==> src/hdl/smoothed_fractional_predelay_core_defines.svh <==
// Assertion macros shared by the pre-delay core RTL.
`ifndef SMOOTHED_FRACTIONAL_PREDELAY_CORE_DEFINES_SVH
`define SMOOTHED_FRACTIONAL_PREDELAY_CORE_DEFINES_SVH

// The consequent must hold in the same cycle as the antecedent.
`define SFPD_ASSERT_NOW(label, ante, cons, msg) \
    label: assert property (@(posedge i_clk) disable iff (!i_rst_n) (ante) |-> (cons)) \
        else $error(msg);

// The consequent must hold in the cycle after the antecedent.
`define SFPD_ASSERT_NEXT(label, ante, cons, msg) \
    label: assert property (@(posedge i_clk) disable iff (!i_rst_n) (ante) |=> (cons)) \
        else $error(msg);

`endif

==> src/hdl/sfpd_pkg.sv <==
// Shared constants and types of the smoothed fractional pre-delay core.
package sfpd_pkg;

    localparam int FRAC_BITS       = 16;
    localparam int DELAY_BITS      = 30;
    localparam int RAMP_BITS       = 16;
    localparam int CFG_DATA_BITS   = DELAY_BITS;
    localparam int DIV_CNT_BITS    = $clog2(DELAY_BITS + 1);

    localparam int DEF_STORE_DEPTH = 16384;
    localparam int DEF_SAMPLE_BITS = 24;

    localparam logic [DELAY_BITS-1:0] DELAY_RESET = DELAY_BITS'(65536);
    localparam logic [RAMP_BITS-1:0]  RAMP_RESET  = RAMP_BITS'(2400);

    typedef enum logic [1:0] {
        CFG_TARGET,
        CFG_RAMP,
        CFG_STEREO,
        CFG_BYPASS
    } t_cfg_idx;

    typedef struct packed {
        logic we_left;
        logic we_right;
        logic re;
    } t_store_ctrl;

endpackage

==> src/hdl/sfpd_divider.sv <==
// Restoring divider that finds the signed glide step one quotient bit per cycle.
module sfpd_divider (
    input  logic                                i_clk,
    input  logic                                i_rst_n,
    input  logic                                i_start,
    input  logic signed [sfpd_pkg::DELAY_BITS:0] i_num,
    input  logic [sfpd_pkg::RAMP_BITS-1:0]      i_den,
    output logic                                o_done,
    output logic signed [sfpd_pkg::DELAY_BITS:0] o_quot
);
    import sfpd_pkg::*;

    logic                      r_busy;
    logic                      r_done;
    logic [DIV_CNT_BITS-1:0]   r_cnt;
    logic                      r_neg;
    logic [DELAY_BITS-1:0]     r_quo;
    logic [RAMP_BITS-1:0]      r_rem;
    logic [RAMP_BITS-1:0]      r_den;

    logic signed [DELAY_BITS:0] abs_num;
    logic [RAMP_BITS:0]         trial;
    logic [RAMP_BITS:0]         trial_diff;
    logic                       fits;
    logic [RAMP_BITS-1:0]       rem_next;

    assign abs_num    = i_num[DELAY_BITS] ? -i_num : i_num;
    assign trial      = {r_rem, r_quo[DELAY_BITS-1]};
    assign trial_diff = trial - {1'b0, r_den};
    assign fits       = trial >= {1'b0, r_den};
    assign rem_next   = fits ? trial_diff[RAMP_BITS-1:0] : trial[RAMP_BITS-1:0];

    always_ff @(posedge i_clk) begin
        if (!i_rst_n) begin
            r_busy <= 1'b0;
            r_done <= 1'b0;
            r_cnt  <= '0;
        end else if (i_start) begin
            r_busy <= 1'b1;
            r_done <= 1'b0;
            r_cnt  <= DIV_CNT_BITS'(DELAY_BITS);
            r_neg  <= i_num[DELAY_BITS];
            r_quo  <= abs_num[DELAY_BITS-1:0];
            r_rem  <= '0;
            r_den  <= i_den;
        end else if (r_busy) begin
            r_rem <= rem_next;
            r_quo <= {r_quo[DELAY_BITS-2:0], fits};
            r_cnt <= r_cnt - DIV_CNT_BITS'(1);
            if (r_cnt == DIV_CNT_BITS'(1)) begin
                r_busy <= 1'b0;
                r_done <= 1'b1;
            end
        end else begin
            r_done <= 1'b0;
        end
    end

    assign o_done = r_done;
    assign o_quot = r_neg ? -$signed({1'b0, r_quo}) : $signed({1'b0, r_quo});

endmodule

==> config.mk <==
export PLATFORM = sky130hd
export DESIGN_NAME = sfpd_divider
export DESIGN_NICKNAME = d
export VERILOG_FILES = /design/src/hdl/smoothed_fractional_predelay_core_defines.svh /design/src/hdl/sfpd_pkg.sv /design/src/hdl/sfpd_divider.sv
export SDC_FILE = /design/constraint.sdc
export NUM_CORES = 1
export LEC_CHECK = 0
export BUFFER_PORTS_ARGS = -buffer_cell sky130_fd_sc_hd__buf_2
export CAP_MARGIN = 25
export CORE_ASPECT_RATIO = 1.25
export CORE_UTILIZATION = 30
export CTS_BUF_LIST = sky130_fd_sc_hd__clkbuf_16
export DETAILED_ROUTE_END_ITERATION = 8
export PLACE_DENSITY_LB_ADDON = 0.1
export RECOVER_POWER = 50
export SLEW_MARGIN = 20
export SYNTH_ARGS = -nofsm -noshare
export SYNTH_HDL_FRONTEND = slang
export SYNTH_SLANG_ARGS = --single-unit
==> constraint.sdc <==
create_clock -name i_clk -period 3.4 [get_ports i_clk]
set_input_delay 0.85 -clock i_clk [delete_from_list [all_inputs] [get_ports i_clk]]
set_output_delay 0.85 -clock i_clk [all_outputs]
set_load 0.02 [all_outputs]
==> flow_metrics.tcl, run 1 <==
set metrics [dict create \
    outcome "finished with violations" \
    violations "negative setup slack" \
    cts.htree.levels 3 \
    syn_area_mm2 0.00477 \
    cts_root_buffer "clkbuf_16" \
    cp.required_ns 2.55 \
    rsz0062_at_grt "yes" \
    fmax_mhz 243 \
    worst_pin_slew_ns 1.39 \
    path_cells "or4_4, or4_4, or4_4, or4_4, o31ai_4, xnor2_2, buf_4" \
    die-height_um 143 \
    total_power_uw 2700 \
    path_common_cell "or4_4" \
    hold_viol_final 0 \
    track_usage_pct 17.1 \
    crit-reg2reg-launch "r_rem[5]" \
    tns_ns -9.56 \
    critPathMaxStageDelay_ns 0.56 \
    ys.warnings.count 0 \
    fin_crit_ns 4.12 \
    yosys.area.top_type_share_pct 39.7 \
    hold_class "register to register" \
    path_buf_inv 1 \
    syn_area_per_cell_um2 9.54 \
    diodes 0 \
    cpMaxStageDelayCell "or4_4" \
    antenna_found_initial 0 \
    avgViaCountPerCell 5.04 \
    path_clk_slew_ns 0.05 \
    final-instance-count-excl-fill 821 \
    place.port_buffers 81 \
    synthTopCellsByArea "edfxtp_1 (40%), xnor2_1 (6.8%), xor2_1 (5.5%)" \
    cts_buffer_depth 2 \
    drc 0 \
    synthToLayoutAreaGrowth_pct 29.5 \
    synthCells 500 \
    die_width_um 115 \
    use_met1_pct 19.7 \
    slew_violations 0 \
    clock_latency_ns 0.33 \
    clock-sinks 70 \
    drive_gt1_share_pct 25.8 \
    async_flop_share_pct 0 \
    synth_ff_type "edfxtp_1" \
    cpLargestDelayFamily "simple AND/OR/NAND/NOR gates" \
    p_per_area_mw_per_mm2 437 \
    core-area_mm2 0.0156 \
    io_pins 82 \
    setup_viol 21 \
    grt_util_met2_pct 29.5 \
    gr-usage-met3_pct 4.12 \
    grt_pass1_wl_mm 21.3 \
    worst_setup_path_end_kind "primary output" \
    ys_ff_latch 70 \
    grt_max_degree 67 \
    wirelength_mm 13.1 \
    drt_first_iter_violations 169 \
    synth_cell_types 51 \
    path_class "register to primary output" \
    synth_edf_count 63 \
    antenna_left 0 \
    stdcell_area_mm2 0.00618 \
    wl_per_cell_um 16.0 \
    max_slew_margin_pct 7.06 \
    setup_ws_ns -0.718 \
    placementRows 51 \
    cts_hold_buf 0 \
    initial_core_util_pct 30.6 \
    postLayoutCoreUtil_pct 39.7 \
    fin_nets 675 \
    peakVddDrop_mv 0.175 \
    dp_hpwl_mm 9.80 \
    startpoint "r_quo[6]" \
    fin_crit_sh_pct 121 \
    grt_pass1_vias 4218 \
    grt_overflow 0 \
    dp_cells 800 \
    synth_fp_nets 571 \
    cts-buffers-inserted 9 \
    yosysSeqAreaShare_pct 42.6 \
    critical_path.max_fanout 5 \
    drtPass1Iterations 5 \
    die_area_mm2 0.0164 \
    startpoint_type "register" \
    num_vias 4135 \
    placed_cell_area_mm2 0.00565 \
    p_leak_uw 0.00243 \
    grt_busiest_layer "met2" \
    final.setup_skew_ns 0.00733 \
    routabilityCongestion 0.815 \
    cap_violations 0 \
    yosys.area.top_type "edfxtp_1" \
    cp.arrival_ns 3.27 \
    cts_tree "built" \
    hold_start "o_done" \
]
through the flow:
step,setup slack (ns),hold slack [ns]
after floorplan,-0.252,0.516
after global placement,-0.373,0.517
after detailed placement,-0.409,0.528
after CTS,-0.748,0.540
after global routing,-0.817,0.574
final,-0.718,0.538
worst paths after layout:
kind,cells past startpoint,slack [ns],to
setup reg to reg,7,0.58,r_rem[15]
hold reg to reg,1,0.54,o_done
setup / recovery,7,-0.72,o_quot[24]
hold / removal,1,0.54,o_done
power by group:
part | total (uW) | leakage [uW] | internal, uW | switching [uW]
registers | 1090 | 0.000656 | 1030 | 52.9
clock network | 821 | 0.000139 | 477 | 343
logic | 795 | 0.00163 | 335 | 461
timing repair:
action,4_1_cts,5_1_grt
resized for setup,44,15
setup endpoints to repair,20,21
buffers inserted,3,2
pin swaps,9,11
layout by cell type, fill, tap and decap left out, types with 8 or more instances in the layout:
master / Yosys / final
nor2_1: 38 / 38
clkbuf_16: 0 / 9
buf_4: 1 / 46
xnor2_2: 0 / 10
buf_2: 0 / 58
a21oi_1: 49 / 49
inv_1: 30 / 35
o41ai_1: 10 / 8
ha_1: 20 / 20
xnor2_1: 37 / 27
edfxtp_1: 63 / 63
nor3_1: 10 / 10
nand3_1: 10 / 10
o21ai_0: 30 / 24
nand2_1: 36 / 34
o31ai_1: 13 / 10
xor2_1: 30 / 30
or3_1: 10 / 10
registers in the layout, summed over array words and instances, names as in the netlist:
register / count
o_done: 1
r_cnt: 5
r_neg: 1
r_busy: 1
r_rem: 16
r_quo: 30
r_den: 16
layer usage:
metal	share of wire [%]	vias up
met1	43	1929
met4	3.1	0
met2	49	117
met3	4.9	25
met5	0	-
li1	-	2064
kinds of logic after synthesis:
kind of cell | synth area share, %
adders and majority gates | 5.66
buffers and inverters | 4.01
and+or+nand+nor | 14.9
AOI/OAI and AO/OA | 19.6
xor gates and xnor gates | 12.3
muxes | 0.839
DFF | 42.6
synth_stat cells, types with 2 or more instances:
library cell	n
nand3_1	10
a21boi_0	7
nand2b_1	5
nor2_1	38
o21ai_1	4
or3_1	10
and2_1	2
nor4_1	2
a211oi_1	3
or4_1	5
edfxtp_1	63
mux2i_1	4
dfxtp_1	7
a31oi_1	2
o31a_1	2
nand4_1	4
and3_1	4
o31ai_1	13
o21ai_0	30
nand2_1	36
or4_4	5
a2111oi_0	2
or2_2	3
clkbuf_1	18
o22ai_1	5
o41ai_1	10
nor3_1	10
o21a_1	3
nand3b_1	3
a21o_1	5
o31ai_2	3
xnor2_1	37
xor2_1	30
inv_1	30
nor4b_1	2
ha_1	20
a21oi_1	49
layout make-up:
cell class	count	area, um2
Clock buffer	9	225
Clock inverter	7	30.0
Fill cell	1606	9390
Inverter	30	113
Multi-Input combinational cell	380	2800
Sequential cell	70	2030
Tap cell	212	265
Timing Repair Buffer	113	711
No activity file was read; power rests on OpenSTA's default activity.
==> run 2: changes to the inputs <==
--- a/config.mk
+++ b/config.mk
@@ -7,7 +7,7 @@
 export LEC_CHECK = 0
 export BUFFER_PORTS_ARGS = -buffer_cell sky130_fd_sc_hd__buf_2
 export CAP_MARGIN = 25
-export CORE_ASPECT_RATIO = 1.25
+export CORE_ASPECT_RATIO = 0.75
 export CORE_UTILIZATION = 30
 export CTS_BUF_LIST = sky130_fd_sc_hd__clkbuf_16
 export DETAILED_ROUTE_END_ITERATION = 8
==> constraint.sdc (replaced) <==
create_clock -name i_clk -period 3.96 [get_ports i_clk]
set_input_delay 0.99 -clock i_clk [delete_from_list [all_inputs] [get_ports i_clk]]
set_output_delay 0.99 -clock i_clk [all_outputs]
set_load 0.02 [all_outputs]
==> flow_metrics.tcl, run 2 (same netlist as run 1, synthesis figures left out) <==
set metrics [dict create \
    outcome "finished with violations" \
    violations "negative setup slack" \
    die_width_um 148 \
    cts_tree "built" \
    track_usage_pct 16.5 \
    clock-sinks 70 \
    setup_viol 12 \
    final_common_cell "buf_2" \
    core-area_mm2 0.0154 \
    grt_max_degree 66 \
    postLayoutCoreUtil_pct 37.8 \
    die-height_um 111 \
    drc 0 \
    drive_gt1_share_pct 20.2 \
    dp_cells 778 \
    regMostFlops "r_quo" \
    p_per_area_mw_per_mm2 396 \
    multi_input_area_mm2 0.00261 \
    path_clk_slew_ns 0.06 \
    drtPass1Iterations 5 \
    cts.htree.levels 3 \
    hold_slack_ns 0.561 \
    grt_pass1_wl_mm 20.8 \
    hold_viol_final 0 \
    num_vias 4008 \
    final_cell_mix "buf_2 (66), edfxtp_1 (63), a21oi_1 (49)" \
    cp.arrival_ns 3.29 \
    placementRows 39 \
    total_power_uw 2300 \
    worst_setup_path_end_kind "primary output" \
    avgViaCountPerCell 5.02 \
    drt_first_iter_violations 263 \
    placed_cell_area_mm2 0.00545 \
    routabilityCongestion 0.851 \
    cts_root_buffer "clkbuf_16" \
    ff_latch_area_mm2 0.00203 \
    path_class "register to primary output" \
    final.setup_skew_ns 0.00845 \
    antenna_found_initial 0 \
    fmax_mhz 233 \
    dp_hpwl_mm 9.36 \
    grt_overflow 0 \
    startpoint_type "register" \
    largestRegisters "r_quo: 30 flops, r_den: 16 flops, r_rem: 16 flops" \
    wl_per_cell_um 16.2 \
    nFillCells 1583 \
    cap_violations 0 \
    rsz0062_at_grt "yes" \
    grt_pass1_vias 3881 \
    initial_core_util_pct 31.0 \
    cts_buffer_depth 2 \
    synthToLayoutAreaGrowth_pct 21.8 \
    largest_reg_flops 30 \
    max_slew_margin_pct 11.7 \
    clock_latency_ns 0.35 \
    final-instance-count-excl-fill 798 \
    fin_nets 659 \
    io_pins 82 \
    diodes 0 \
    fin_crit_sh_pct 108 \
    hold_class "register to register" \
    die_area_mm2 0.0164 \
    p_leak_uw 0.00224 \
    wirelength_mm 12.9 \
    slew_violations 0 \
    setup_ws_ns -0.324 \
    fin_crit_ns 4.28 \
    place.port_buffers 81 \
    antenna_left 0 \
    cp.required_ns 2.97 \
    stdcell_area_mm2 0.00581 \
    critical_path.max_fanout 5 \
    worst_pin_slew_ns 1.32 \
    peakVddDrop_mv 0.210 \
    cts-buffers-inserted 9 \
]
==> run 2: repair_timing <==
| item | in CTS | in global routing |
|---|---|---|
| cloned | 0 | 0 |
| setup endpoints to repair | 16 | 16 |
| hold buffers | 0 | 0 |
| resized for setup | 9 | 17 |
| pin swaps | 3 | 2 |
| setup buffers | 2 | 2 |
==> run 2: per-stage QoR <==
step,TNS [ns],worst slack (ns)
after CTS,-2.49,-0.326
after global routing,-4.01,-0.436
after global placement,0,0.0769
final,-2.43,-0.324
after floorplan,0,0.125
after detailed placement,0,0.0311
==> run 2: power by group <==
part | leakage, uW | total, uW | switching, uW | internal (uW)
Sequential | 0.000656 | 937 | 48.9 | 888
Clock | 0.000133 | 728 | 319 | 409
Combinational | 0.00145 | 638 | 381 | 257
==> run 2: routing by layer <==
metal	vias up	GRT usage, %	routed length, um
met3	18	3.99	653
met1	1866	24.2	6770
met5	-	0	0
li1	2028	-	-
met4	0	5.15	193
met2	96	23.5	5300
==> run 2: worst max-delay path, cell delays in order, from the launching register on <==
cell and delay, ns:
edfxtp_1 0.38, or4_4 0.54, or4_4 0.48, or4_4 0.51, or4_4 0.50, o31ai_4 0.24, xnor2_1 0.14, buf_4 0.16
==> run 2: layout make-up <==
type / count / share of cell area [%]
repair buffers: 97 / 9.49
inverters: 30 / 1.94
flip-flops and latches: 70 / 35.0
clock inverters: 7 / 0.452
well taps: 205 / 4.41
multi-input cells: 380 / 44.9
clock buffers: 9 / 3.87
==> run 2: worst paths after layout <==
check	from	end	slack [ns]	depth (start not counted)
setup / recovery	r_quo[6]	o_quot[28]	-0.32	7
hold / removal	o_done	o_done	0.56	1
setup reg to reg	r_rem[5]	r_rem[12]	0.57	8
hold reg to reg	o_done	o_done	0.56	1
