===== src/hdl/smoothed_fractional_predelay_core_defines.svh =====
// Assertion macros shared by the pre-delay core RTL.
`ifndef SMOOTHED_FRACTIONAL_PREDELAY_CORE_DEFINES_SVH
`define SMOOTHED_FRACTIONAL_PREDELAY_CORE_DEFINES_SVH

// The consequent must hold in the same cycle as the antecedent.
`define SFPD_ASSERT_NOW(label, ante, cons, msg) \
    label: assert property (@(posedge i_clk) disable iff (!i_rst_n) (ante) |-> (cons)) \
        else $error(msg);

// The consequent must hold in the cycle after the antecedent.
`define SFPD_ASSERT_NEXT(label, ante, cons, msg) \
    label: assert property (@(posedge i_clk) disable iff (!i_rst_n) (ante) |=> (cons)) \
        else $error(msg);

`endif


===== src/hdl/sfpd_pkg.sv =====
// Shared constants and types of the smoothed fractional pre-delay core.
package sfpd_pkg;

    localparam int FRAC_BITS       = 16;
    localparam int DELAY_BITS      = 30;
    localparam int RAMP_BITS       = 16;
    localparam int CFG_DATA_BITS   = DELAY_BITS;
    localparam int DIV_CNT_BITS    = $clog2(DELAY_BITS + 1);

    localparam int DEF_STORE_DEPTH = 16384;
    localparam int DEF_SAMPLE_BITS = 24;

    localparam logic [DELAY_BITS-1:0] DELAY_RESET = DELAY_BITS'(65536);
    localparam logic [RAMP_BITS-1:0]  RAMP_RESET  = RAMP_BITS'(2400);

    typedef enum logic [1:0] {
        CFG_TARGET,
        CFG_RAMP,
        CFG_STEREO,
        CFG_BYPASS
    } t_cfg_idx;

    typedef struct packed {
        logic we_left;
        logic we_right;
        logic re;
    } t_store_ctrl;

endpackage


===== src/hdl/sfpd_interp.sv =====
// Three-stage linear interpolation lane: difference, product, rounded-down sum.
module sfpd_interp #(
    parameter int SAMPLE_BITS = sfpd_pkg::DEF_SAMPLE_BITS
) (
    input  logic                               i_clk,
    input  logic                               i_rst_n,
    input  logic                               i_start,
    input  logic signed [SAMPLE_BITS-1:0]      i_a,
    input  logic signed [SAMPLE_BITS-1:0]      i_b,
    input  logic [sfpd_pkg::FRAC_BITS-1:0]     i_frac,
    output logic                               o_done,
    output logic signed [SAMPLE_BITS-1:0]      o_y
);
    import sfpd_pkg::*;

    localparam int PROD_BITS = SAMPLE_BITS + FRAC_BITS + 2;

    logic                          r_v1;
    logic                          r_v2;
    logic                          r_v3;
    logic signed [SAMPLE_BITS:0]   r_diff;
    logic signed [SAMPLE_BITS-1:0] r_a1;
    logic signed [SAMPLE_BITS-1:0] r_a2;
    logic [FRAC_BITS-1:0]          r_frac1;
    logic signed [PROD_BITS-1:0]   r_prod;
    logic signed [SAMPLE_BITS-1:0] r_y;

    logic signed [SAMPLE_BITS:0]   diff;
    logic signed [FRAC_BITS:0]     frac_s;
    logic [SAMPLE_BITS+1:0]        prod_hi;

    assign diff    = $signed({i_b[SAMPLE_BITS-1], i_b}) - $signed({i_a[SAMPLE_BITS-1], i_a});
    assign frac_s  = $signed({1'b0, r_frac1});
    assign prod_hi = r_prod[PROD_BITS-1:FRAC_BITS];

    always_ff @(posedge i_clk) begin
        if (!i_rst_n) begin
            r_v1 <= 1'b0;
            r_v2 <= 1'b0;
            r_v3 <= 1'b0;
        end else begin
            r_v1 <= i_start;
            r_v2 <= r_v1;
            r_v3 <= r_v2;
            if (i_start) begin
                r_diff  <= diff;
                r_a1    <= i_a;
                r_frac1 <= i_frac;
            end
            if (r_v1) begin
                r_prod <= r_diff * frac_s;
                r_a2   <= r_a1;
            end
            if (r_v2) begin
                r_y <= r_a2 + $signed(prod_hi[SAMPLE_BITS-1:0]);
            end
        end
    end

    assign o_done = r_v3;
    assign o_y    = r_y;

endmodule


===== config.mk =====
export PLATFORM = sky130hd
export DESIGN_NAME = sfpd_interp
export DESIGN_NICKNAME = d
export VERILOG_FILES = /design/src/hdl/smoothed_fractional_predelay_core_defines.svh /design/src/hdl/sfpd_pkg.sv /design/src/hdl/sfpd_interp.sv
export SDC_FILE = /design/constraint.sdc
export NUM_CORES = 1
export LEC_CHECK = 0
export BUFFER_PORTS_ARGS = -buffer_cell sky130_fd_sc_hd__buf_2
export CORE_MARGIN = 5
export CORE_UTILIZATION = 40
export CTS_CLUSTER_DIAMETER = 80
export DETAILED_ROUTE_END_ITERATION = 8
export PLACE_DENSITY_LB_ADDON = 0.25
export RECOVER_POWER = 25
export SLEW_MARGIN = 20
export SYNTH_ARGS = -nofsm -noshare
export SYNTH_HDL_FRONTEND = slang
export SYNTH_SLANG_ARGS = --single-unit
export TNS_END_PERCENT = 5

===== constraint.sdc =====
create_clock -name i_clk -period 6.8 [get_ports i_clk]
set_input_delay 1.02 -clock i_clk [delete_from_list [all_inputs] [get_ports i_clk]]
set_output_delay 1.02 -clock i_clk [all_outputs]
set_load 0.01 [all_outputs]

==> results of run 1 <==
logic make-up after synthesis:
group	count (synthesis)	share of synthesized area [%]
adder cells (fa/ha/maj)	522	46.3
AND/OR/NAND/NOR	547	13.1
flip-flops	140	20.6
XOR/XNOR	69	2.99
AO/OA/AOI/OAI	195	6.75
buffers and inverters	547	10.2
final cells by class:
class,count,area (um2)
clock buffers,20,437
clock inverters,12,120
fillers,4897,27600
inverters,487,1830
multi-input cells,1333,14000
flip-flops and latches,140,4170
well taps,672,841
repair buffers,170,1070
state kept, by name, summed over array words and instances, names as in the netlist:
signal	count
o_done	1
r_a2	24
r_frac1	16
r_v1	1
r_prod	24
r_a1	24
r_v2	1
o_y	24
r_diff	25
stage by stage:
step | instances | util [%] | setup WS [ns] | setup TNS, ns
floorplan | 2020 | - | 0.702 | 0
global placement | 2793 | 43.7 | 0.210 | 0
detailed placement | 2793 | 43.7 | 0.194 | 0
CTS | 2825 | 44.8 | 0.170 | 0
global route | 2834 | 44.9 | -0.0141 | -0.0141
finish | 2834 | 44.9 | 0.226 | 0
cells in the final DEF (no fill, tap or decap), drive strengths merged, types with 4 or more instances in the layout:
| cell type | count |
|---|---|
| o211ai | 5 |
| inv | 489 |
| o31a | 4 |
| clkbuf | 52 |
| o31ai | 4 |
| nand3 | 7 |
| and2 | 170 |
| nor2b | 5 |
| a21o | 21 |
| o21bai | 5 |
| clkinv | 5 |
| nand4 | 7 |
| a21boi | 4 |
| ha | 143 |
| a21oi | 59 |
| nor4 | 4 |
| edfxtp | 137 |
| nor3 | 12 |
| o21a | 12 |
| nor2 | 39 |
| a311oi | 8 |
| buf | 138 |
| xnor2 | 51 |
| xor2 | 18 |
| nand2b | 14 |
| o21ai | 33 |
| fa | 379 |
| and3 | 11 |
| nand2 | 266 |
| a211oi | 9 |
final timing paths:
check	cells after the start	from	slack [ns]	end
worst max register to register	22	r_frac1[5]	0.23	r_prod[39]
worst max-delay path	22	r_frac1[5]	0.23	r_prod[39]
worst min register to register	0	r_a1[16]	0.42	r_a2[16]
worst min-delay path	0	r_a1[16]	0.42	r_a2[16]
per-layer routing:
metal / track usage [%] / wire length, um
met1: 24.4 / 21200
met3: 3.24 / 2650
met2: 32.8 / 25800
met4: 3.75 / 788
met5: 0 / 0
critical path, delay by kind of cell (launching register included):
kind | cells | cell delay (ns)
adders and majority gates | 7 | 3.27
AOI/OAI and AO/OA | 6 | 1.47
buffers and inverters | 6 | 0.56
DFF | 1 | 0.55
and+or+nand+nor | 2 | 0.36
xor gates and xnor gates | 1 | 0.10
timing repair:
action,CTS,global route
hold buffers,0,0
gates resized for setup,0,0
setup buffers,0,8
endpoints found under the setup margin,0,4
==> impl_metrics.py, run 1 <==
metrics = {
    "setup_path": {
        "cp_cell_sequence": "buf_4 -> and2_1 -> fa_1 -> inv_1 -> fa_1 -> fa_1 -> inv_1 -> fa_1 -> fa_1 -> inv_1 -> fa_1 -> inv_1 -> ha_1 -> and3_1 -> a221o_1 -> a21oi_1 -> buf_4 -> o221ai_1 -> a21oi_2 -> o31ai_1 -> o41ai_1 -> xnor2_1",
        "cp-start-kind": "register",
        "required_ns": 6.98,
        "timing.critical_path.mode_cell": "fa_1",
        "crit_slowest_cell": "edfxtp_1",
        "path_max_fanout": 10,
        "end_kind": "register",
        "cpPeakStageDelay_ns": 0.55,
        "critPathKind": "reg -> reg",
        "cp.arrival_ns": 6.76,
    },
    "clock_network": {
        "cts_root_buffer": "clkbuf_16",
        "clockBufferDepth": 2,
        "cts_tree": "yes",
        "cts_sinks": 140,
        "htree_num_levels": 4,
        "clkTransAtPathRegs_ns": 0.07,
        "cts_buffers": 17,
        "clk-insertion-delay-late_ns": 0.45,
    },
    "run_status": {
        "outcome": "finished, violations left",
        "violations": "max-capacitance violations, max-slew violations",
    },
    "synth": {
        "yosys_most_used_dff": "edfxtp_1",
        "synth.area.top_cells": "fa_1, edfxtp_1, inv_1",
        "yosysUniqueCellTypes": 70,
        "synthMostInstantiatedCell": "inv_1",
        "netlist_area_um2": 20200,
        "synth_common_cells": "inv_1, fa_1, nand2_1",
        "synthCells": 2020,
        "synth-edff-count": 137,
        "synth_area_leader_cell": "fa_1",
        "async_reset_ff_share_pct": 0,
        "synth_seq_area_share_pct": 20.6,
        "synth_area_per_cell_um2": 10.0,
        "syn_nets": 2609,
        "synth_top_area_share_pct": 37.5,
        "yosys_warnings": 0,
        "synth_seq_cells": 140,
    },
    "timing": {
        "worst_hold_slack_ns": 0.418,
        "hold_violations": 0,
        "setup_viol": 0,
        "min_period_ns": 6.57,
        "worst_clock_skew_ns": 0.0180,
        "final_max_slew_viol_count": 33,
        "fmax_mhz": 152,
        "slew_headroom_pct": -79.1,
        "period_share_pct": 96.7,
        "rsz0062_at_grt": "yes",
        "worst_slew_pin_slew_ns": 2.69,
    },
    "layout": {
        "diodes": 0,
        "drive_gt1_share_pct": 8.46,
        "stdcell_area_um2": 22500,
        "areaGrowthSynthToFinish_pct": 11.1,
        "nets": 2738,
    },
    "detailed_routing": {
        "ant_nets": 0,
        "drc": 0,
        "first_pass_iters": 5,
        "vias": 14200,
        "via_per_inst": 5.00,
        "wl_um": 50500,
        "drt-wirelength-per-cell_um": 17.8,
        "initialDrtViolationCount": 827,
    },
    "hold_path": {
        "hold_class": "reg -> reg",
    },
    "floorplan": {
        "coreArea_um2": 50100,
        "initial_core_util_pct": 40.4,
        "ios": 92,
        "dieArea_um2": 55200,
        "die_x_um": 235,
        "die-height_um": 235,
        "num_rows": 82,
    },
    "grt": {
        "grt.overflow.total": 0,
        "grt_pass1_vias": 15300,
        "grt_max_degree": 66,
        "grt_util_all_layers_pct": 18.6,
        "antenna_found_initial": 0,
        "grt_pass1_wl_um": 81800,
    },
    "placed_design": {
        "numPortBuffers": 91,
        "place_congestion": 0.869,
        "hpwl_um": 40700,
        "dpl-instance-area_um2": 21900,
    },
    "flow_run": {
        "maxCapViolCount": 1,
    },
}
Power of run 1 is not shown: default switching activity piles up to over one toggle a cycle in this logic, so the estimate is an artifact.
==> inputs of run 2 (changes only) <==
CORE_ASPECT_RATIO = 1.2   (was default)
==> run 2 against run 1 <==
Compared with the run above: critical endpoint unchanged; wire length is 1.1% lower; first-iteration DRC count is 5.1% lower; via count is 0.13% higher; sequential cell count stayed put; the flow now finishes without violations; die area hardly changed.
==> impl_metrics.py, run 2 (same netlist as run 1, synthesis figures left out) <==
metrics = {
    "detailed_routing": {
        "via_per_inst": 5.03,
        "ant_nets": 0,
        "initialDrtViolationCount": 785,
        "drt-wirelength-per-cell_um": 17.7,
        "vias": 14200,
        "first_pass_iters": 7,
        "drc": 0,
        "wl_um": 50000,
    },
    "setup_path": {
        "required_ns": 7.02,
        "end_kind": "register",
        "timing.critical_path.mode_cell": "fa_1",
        "crit_slowest_cell": "edfxtp_1",
        "path_max_fanout": 9,
        "cpPeakStageDelay_ns": 0.60,
        "cp.arrival_ns": 6.73,
        "cp-start-kind": "register",
        "critPathKind": "reg -> reg",
        "cp_cell_sequence": "and2_1 -> fa_1 -> inv_1 -> fa_1 -> inv_1 -> fa_1 -> fa_1 -> fa_1 -> inv_1 -> fa_1 -> inv_1 -> ha_1 -> and3_1 -> a221o_1 -> a21oi_1 -> o221ai_1 -> a21oi_2 -> o31ai_1 -> o41ai_1 -> xnor2_1",
    },
    "clock_network": {
        "cts_sinks": 140,
        "cts_tree": "yes",
        "clkTransAtPathRegs_ns": 0.07,
        "cts_root_buffer": "clkbuf_16",
        "cts_buffers": 17,
        "clockBufferDepth": 2,
        "clk-insertion-delay-late_ns": 0.48,
        "htree_num_levels": 4,
    },
    "placed_design": {
        "hpwl_um": 40900,
        "place_congestion": 0.895,
        "dpl-instance-area_um2": 21800,
        "numPortBuffers": 91,
        "dp_slack_ns": 0.0667,
    },
    "floorplan": {
        "coreArea_um2": 50200,
        "num_rows": 90,
        "ios": 92,
        "die-height_um": 256,
        "initial_core_util_pct": 40.3,
        "dieArea_um2": 55200,
        "die_x_um": 215,
    },
    "layout": {
        "stdcell_area_um2": 22500,
        "largest_register": "r_diff",
        "largest_register_ffs": 25,
        "fillers": 4840,
        "drive_gt1_share_pct": 9.45,
        "diodes": 0,
        "nets": 2757,
        "layout_common_cells": "inv_1, fa_1, nand2_1",
        "areaGrowthSynthToFinish_pct": 11.3,
        "final_common_cell": "inv_1",
    },
    "timing": {
        "final_max_slew_viol_count": 0,
        "worst_hold_slack_ns": 0.419,
        "worst_slew_pin_slew_ns": 1.42,
        "period_share_pct": 95.7,
        "slew_headroom_pct": 5.42,
        "min_period_ns": 6.51,
        "rsz0062_at_grt": "no",
        "setup_viol": 0,
        "fmax_mhz": 154,
        "worst_clock_skew_ns": 0.0138,
        "fin_ws_ns": 0.294,
        "tns_ns": 0,
        "hold_violations": 0,
    },
    "hold_path": {
        "hold_class": "reg -> reg",
    },
    "grt": {
        "grt_pass1_wl_um": 80000,
        "grt_util_all_layers_pct": 18.6,
        "antenna_found_initial": 0,
        "grt_pass1_vias": 15100,
        "grt.overflow.total": 0,
        "grt_max_degree": 49,
    },
    "run_status": {
        "outcome": "finished, final reports clean",
    },
    "flow_run": {
        "maxCapViolCount": 0,
    },
}
run 2: changes by cell type in the layout (fill, tap and decap cells not counted), moves of 2 or more:
| cell | change |
|---|---|
| clkinv_1 | -3 |
| buf_2 | +2 |
| clkinv_4 | +2 |
| clkbuf_1 | -2 |
| buf_4 | +20 |
| buf_12 | -2 |
| bufinv_16 | -2 |
run 2: per-layer routing:
layer  vias up  routed length [um]  global-route usage, %
li1       6476                   -                      -
met1      7330               19700                   22.4
met2       314               26700                   33.5
met3        68                1920                   2.89
met4         0                1700                   7.20
met5         -                   0                      0
run 2: through the flow:
stage	utilization [%]	cells
after global placement	43.4	2763
final	44.8	2823
after CTS	44.4	2793
after floorplan	-	2020
after global routing	44.8	2823
after detailed placement	43.4	2763
run 2: timing repair:
item / in CTS / in global routing
setup buffers: 0 / 30
setup endpoints to repair: 0 / 10
resized for setup: 0 / 1
hold buffers: 0 / 0
run 2: final cells by class:
type,count,area (um2),share of cell area [%]
Multi-Input combinational cell,1333,14000,62.2
Sequential cell,140,4170,18.5
Inverter,487,1830,8.12
Timing Repair Buffer,189,1190,5.29
Tap cell,644,806,3.58
Clock buffer,20,437,1.94
Clock inverter,10,71.3,0.317
run 2: critical path: cells and delay by family (launching register included):
kind,cells,cell delay [ns]
flops,1,0.60
fa+ha+maj,7,3.33
buf+inv,4,0.20
compound gates,6,1.52
simple gates,2,0.47
xor+xnor,1,0.10
run 2: final timing paths:
kind                   start    endpoint  slack (ns)  cells past startpoint
hold reg to reg     r_a1[16]    r_a2[16]        0.42                      0
setup reg to reg  r_diff[13]  r_prod[39]        0.29                     20
hold / removal      r_a1[16]    r_a2[16]        0.42                      0
setup / recovery  r_diff[13]  r_prod[39]        0.29                     20
Power of run 2 is left out for the same reason.
==> inputs of run 3 (changes only) <==
RECOVER_POWER = 50   (was 25)
==> run 3 against run 2 <==
Compared with the run above: the run now ends with max-capacitance violations, max-slew violations left; utilization barely moved; fmax hardly changed; non-clock buffer count is the same; clock-buffer cell count stayed put; via count hardly changed; wire length hardly changed; setup slack gained 0.00074 ns; sequential cell count stayed put; global-route usage unchanged; cell count unchanged; first-iteration DRC count fell by 0.13%; critical path type unchanged.
==> impl_metrics.py, run 3 (same netlist as run 1, synthesis figures left out) <==
metrics = {
    "timing": {
        "hold_violations": 0,
        "slew_headroom_pct": -86.1,
        "rsz0062_at_grt": "no",
        "period_share_pct": 95.7,
        "final_max_slew_viol_count": 74,
        "tns_ns": 0,
        "setup_viol": 0,
        "min_period_ns": 6.51,
        "fin_ws_ns": 0.295,
        "worst_clock_skew_ns": 0.0133,
        "fmax_mhz": 154,
        "worst_slew_pin_slew_ns": 2.79,
    },
    "clock_network": {
        "cts_tree": "yes",
        "clkTransAtPathRegs_ns": 0.07,
        "cts_hold_buf": 0,
        "cts_sinks": 140,
        "cts_root_buffer": "clkbuf_16",
        "clockBufferDepth": 2,
        "cts_buffers": 17,
        "htree_num_levels": 4,
        "clk-insertion-delay-late_ns": 0.48,
    },
    "setup_path": {
        "cp.arrival_ns": 6.73,
        "r2r_cells": 20,
        "r2r_start": "r_diff[13]",
        "end_kind": "register",
        "r2r-end": "r_prod[39]",
        "cp-start-kind": "register",
        "r2r_slack_ns": 0.29,
        "critPathKind": "reg -> reg",
        "required_ns": 7.02,
        "crit_start": "r_diff[13]",
        "path_max_fanout": 9,
    },
    "grt": {
        "grtUsageMet3_pct": 2.89,
        "antenna_found_initial": 0,
        "grt_util_all_layers_pct": 18.6,
        "grt_max_degree": 49,
        "grtUsageMet2_pct": 33.5,
        "globalRoute.busiestLayer": "met2",
        "grt.overflow.total": 0,
        "grt_pass1_wl_um": 80000,
        "met1_usage_pct": 22.4,
        "grt_pass1_vias": 15100,
    },
    "detailed_routing": {
        "wl_um": 50000,
        "via_per_inst": 5.03,
        "vias": 14200,
        "initialDrtViolationCount": 784,
        "drt-wirelength-per-cell_um": 17.7,
        "ant_nets": 0,
        "drc": 0,
        "first_pass_iters": 7,
    },
    "layout": {
        "final_common_cell": "inv_1",
        "areaGrowthSynthToFinish_pct": 11.3,
        "diodes": 0,
        "largest_register_ffs": 25,
        "nets": 2757,
        "drive_gt1_share_pct": 9.36,
        "stdcell_area_um2": 22500,
        "largest_register": "r_diff",
        "layout_common_cells": "inv_1, fa_1, nand2_1",
    },
    "floorplan": {
        "dieArea_um2": 55200,
        "initial_core_util_pct": 40.3,
        "die-height_um": 256,
        "coreArea_um2": 50200,
        "die_x_um": 215,
        "ios": 92,
        "num_rows": 90,
    },
    "placed_design": {
        "hpwl_um": 40900,
        "numPortBuffers": 91,
        "dp_slack_ns": 0.0667,
        "dpl-instance-area_um2": 21800,
        "place_congestion": 0.895,
    },
    "run_status": {
        "outcome": "finished, violations left",
        "violations": "max-capacitance violations, max-slew violations",
    },
    "hold_path": {
        "hold_end": "r_a2[16]",
        "hold_start": "r_a1[16]",
        "hold_class": "reg -> reg",
        "whs_path_depth": 0,
    },
    "flow_run": {
        "maxCapViolCount": 2,
    },
}
-- run 3: changes by cell type in the layout (fill, tap and decap cells not counted), sizes merged --
cell / delta
buf: -1
clkbuf: +1
-- run 3: final cells by class --
class	count	area [um2]
sequential	140	4170
timing repair buffer	189	1190
multi-input combinational	1333	14000
inverter	487	1830
clock buffer	20	437
clock inverter	10	71.3
tap	644	806
fill	4840	27700
-- run 3: worst max-delay path by stage --
stage	end	slack, ns
after global routing	r_prod[39]	0.01
after detailed placement	r_prod[39]	0.07
after CTS	r_prod[39]	0.05
after global placement	r_prod[29]	0.17
after floorplan	r_prod[38]	0.70
final	r_prod[39]	0.29
-- run 3: per-layer routing --
metal | wire (um) | vias up
li1 | - | 6476
met1 | 19700 | 7332
met2 | 26700 | 314
met3 | 1920 | 68
met4 | 1700 | 0
met5 | 0 | -
-- run 3: timing repair --
| action | in CTS | in global routing |
|---|---|---|
| setup buffers | 0 | 30 |
| endpoints found under the setup margin | 0 | 10 |
| gates resized for setup | 0 | 1 |
| endpoints found under the hold margin | 0 | 0 |
-- run 3: worst max-delay path: stages, from the launching register on --
cell and delay [ns]:
edfxtp_1 0.60, and2_1 0.28, fa_1 0.54, inv_1 0.05, fa_1 0.48, inv_1 0.06
fa_1 0.49, fa_1 0.51, fa_1 0.49, inv_1 0.05, fa_1 0.47, inv_1 0.04
ha_1 0.35, and3_1 0.19, a221o_1 0.41, a21oi_1 0.21, o221ai_1 0.14, a21oi_2 0.28
o31ai_1 0.15, o41ai_1 0.33, xnor2_1 0.10
-- run 3: per-stage QoR --
stage	utilization, %	hold WS (ns)	instances
floorplan	-	0.400	2020
global placement	43.4	0.402	2763
detailed placement	43.4	0.405	2763
CTS	44.4	0.419	2793
global route	44.8	0.425	2823
finish	44.8	0.419	2823
Power of run 3 is left out for the same reason.
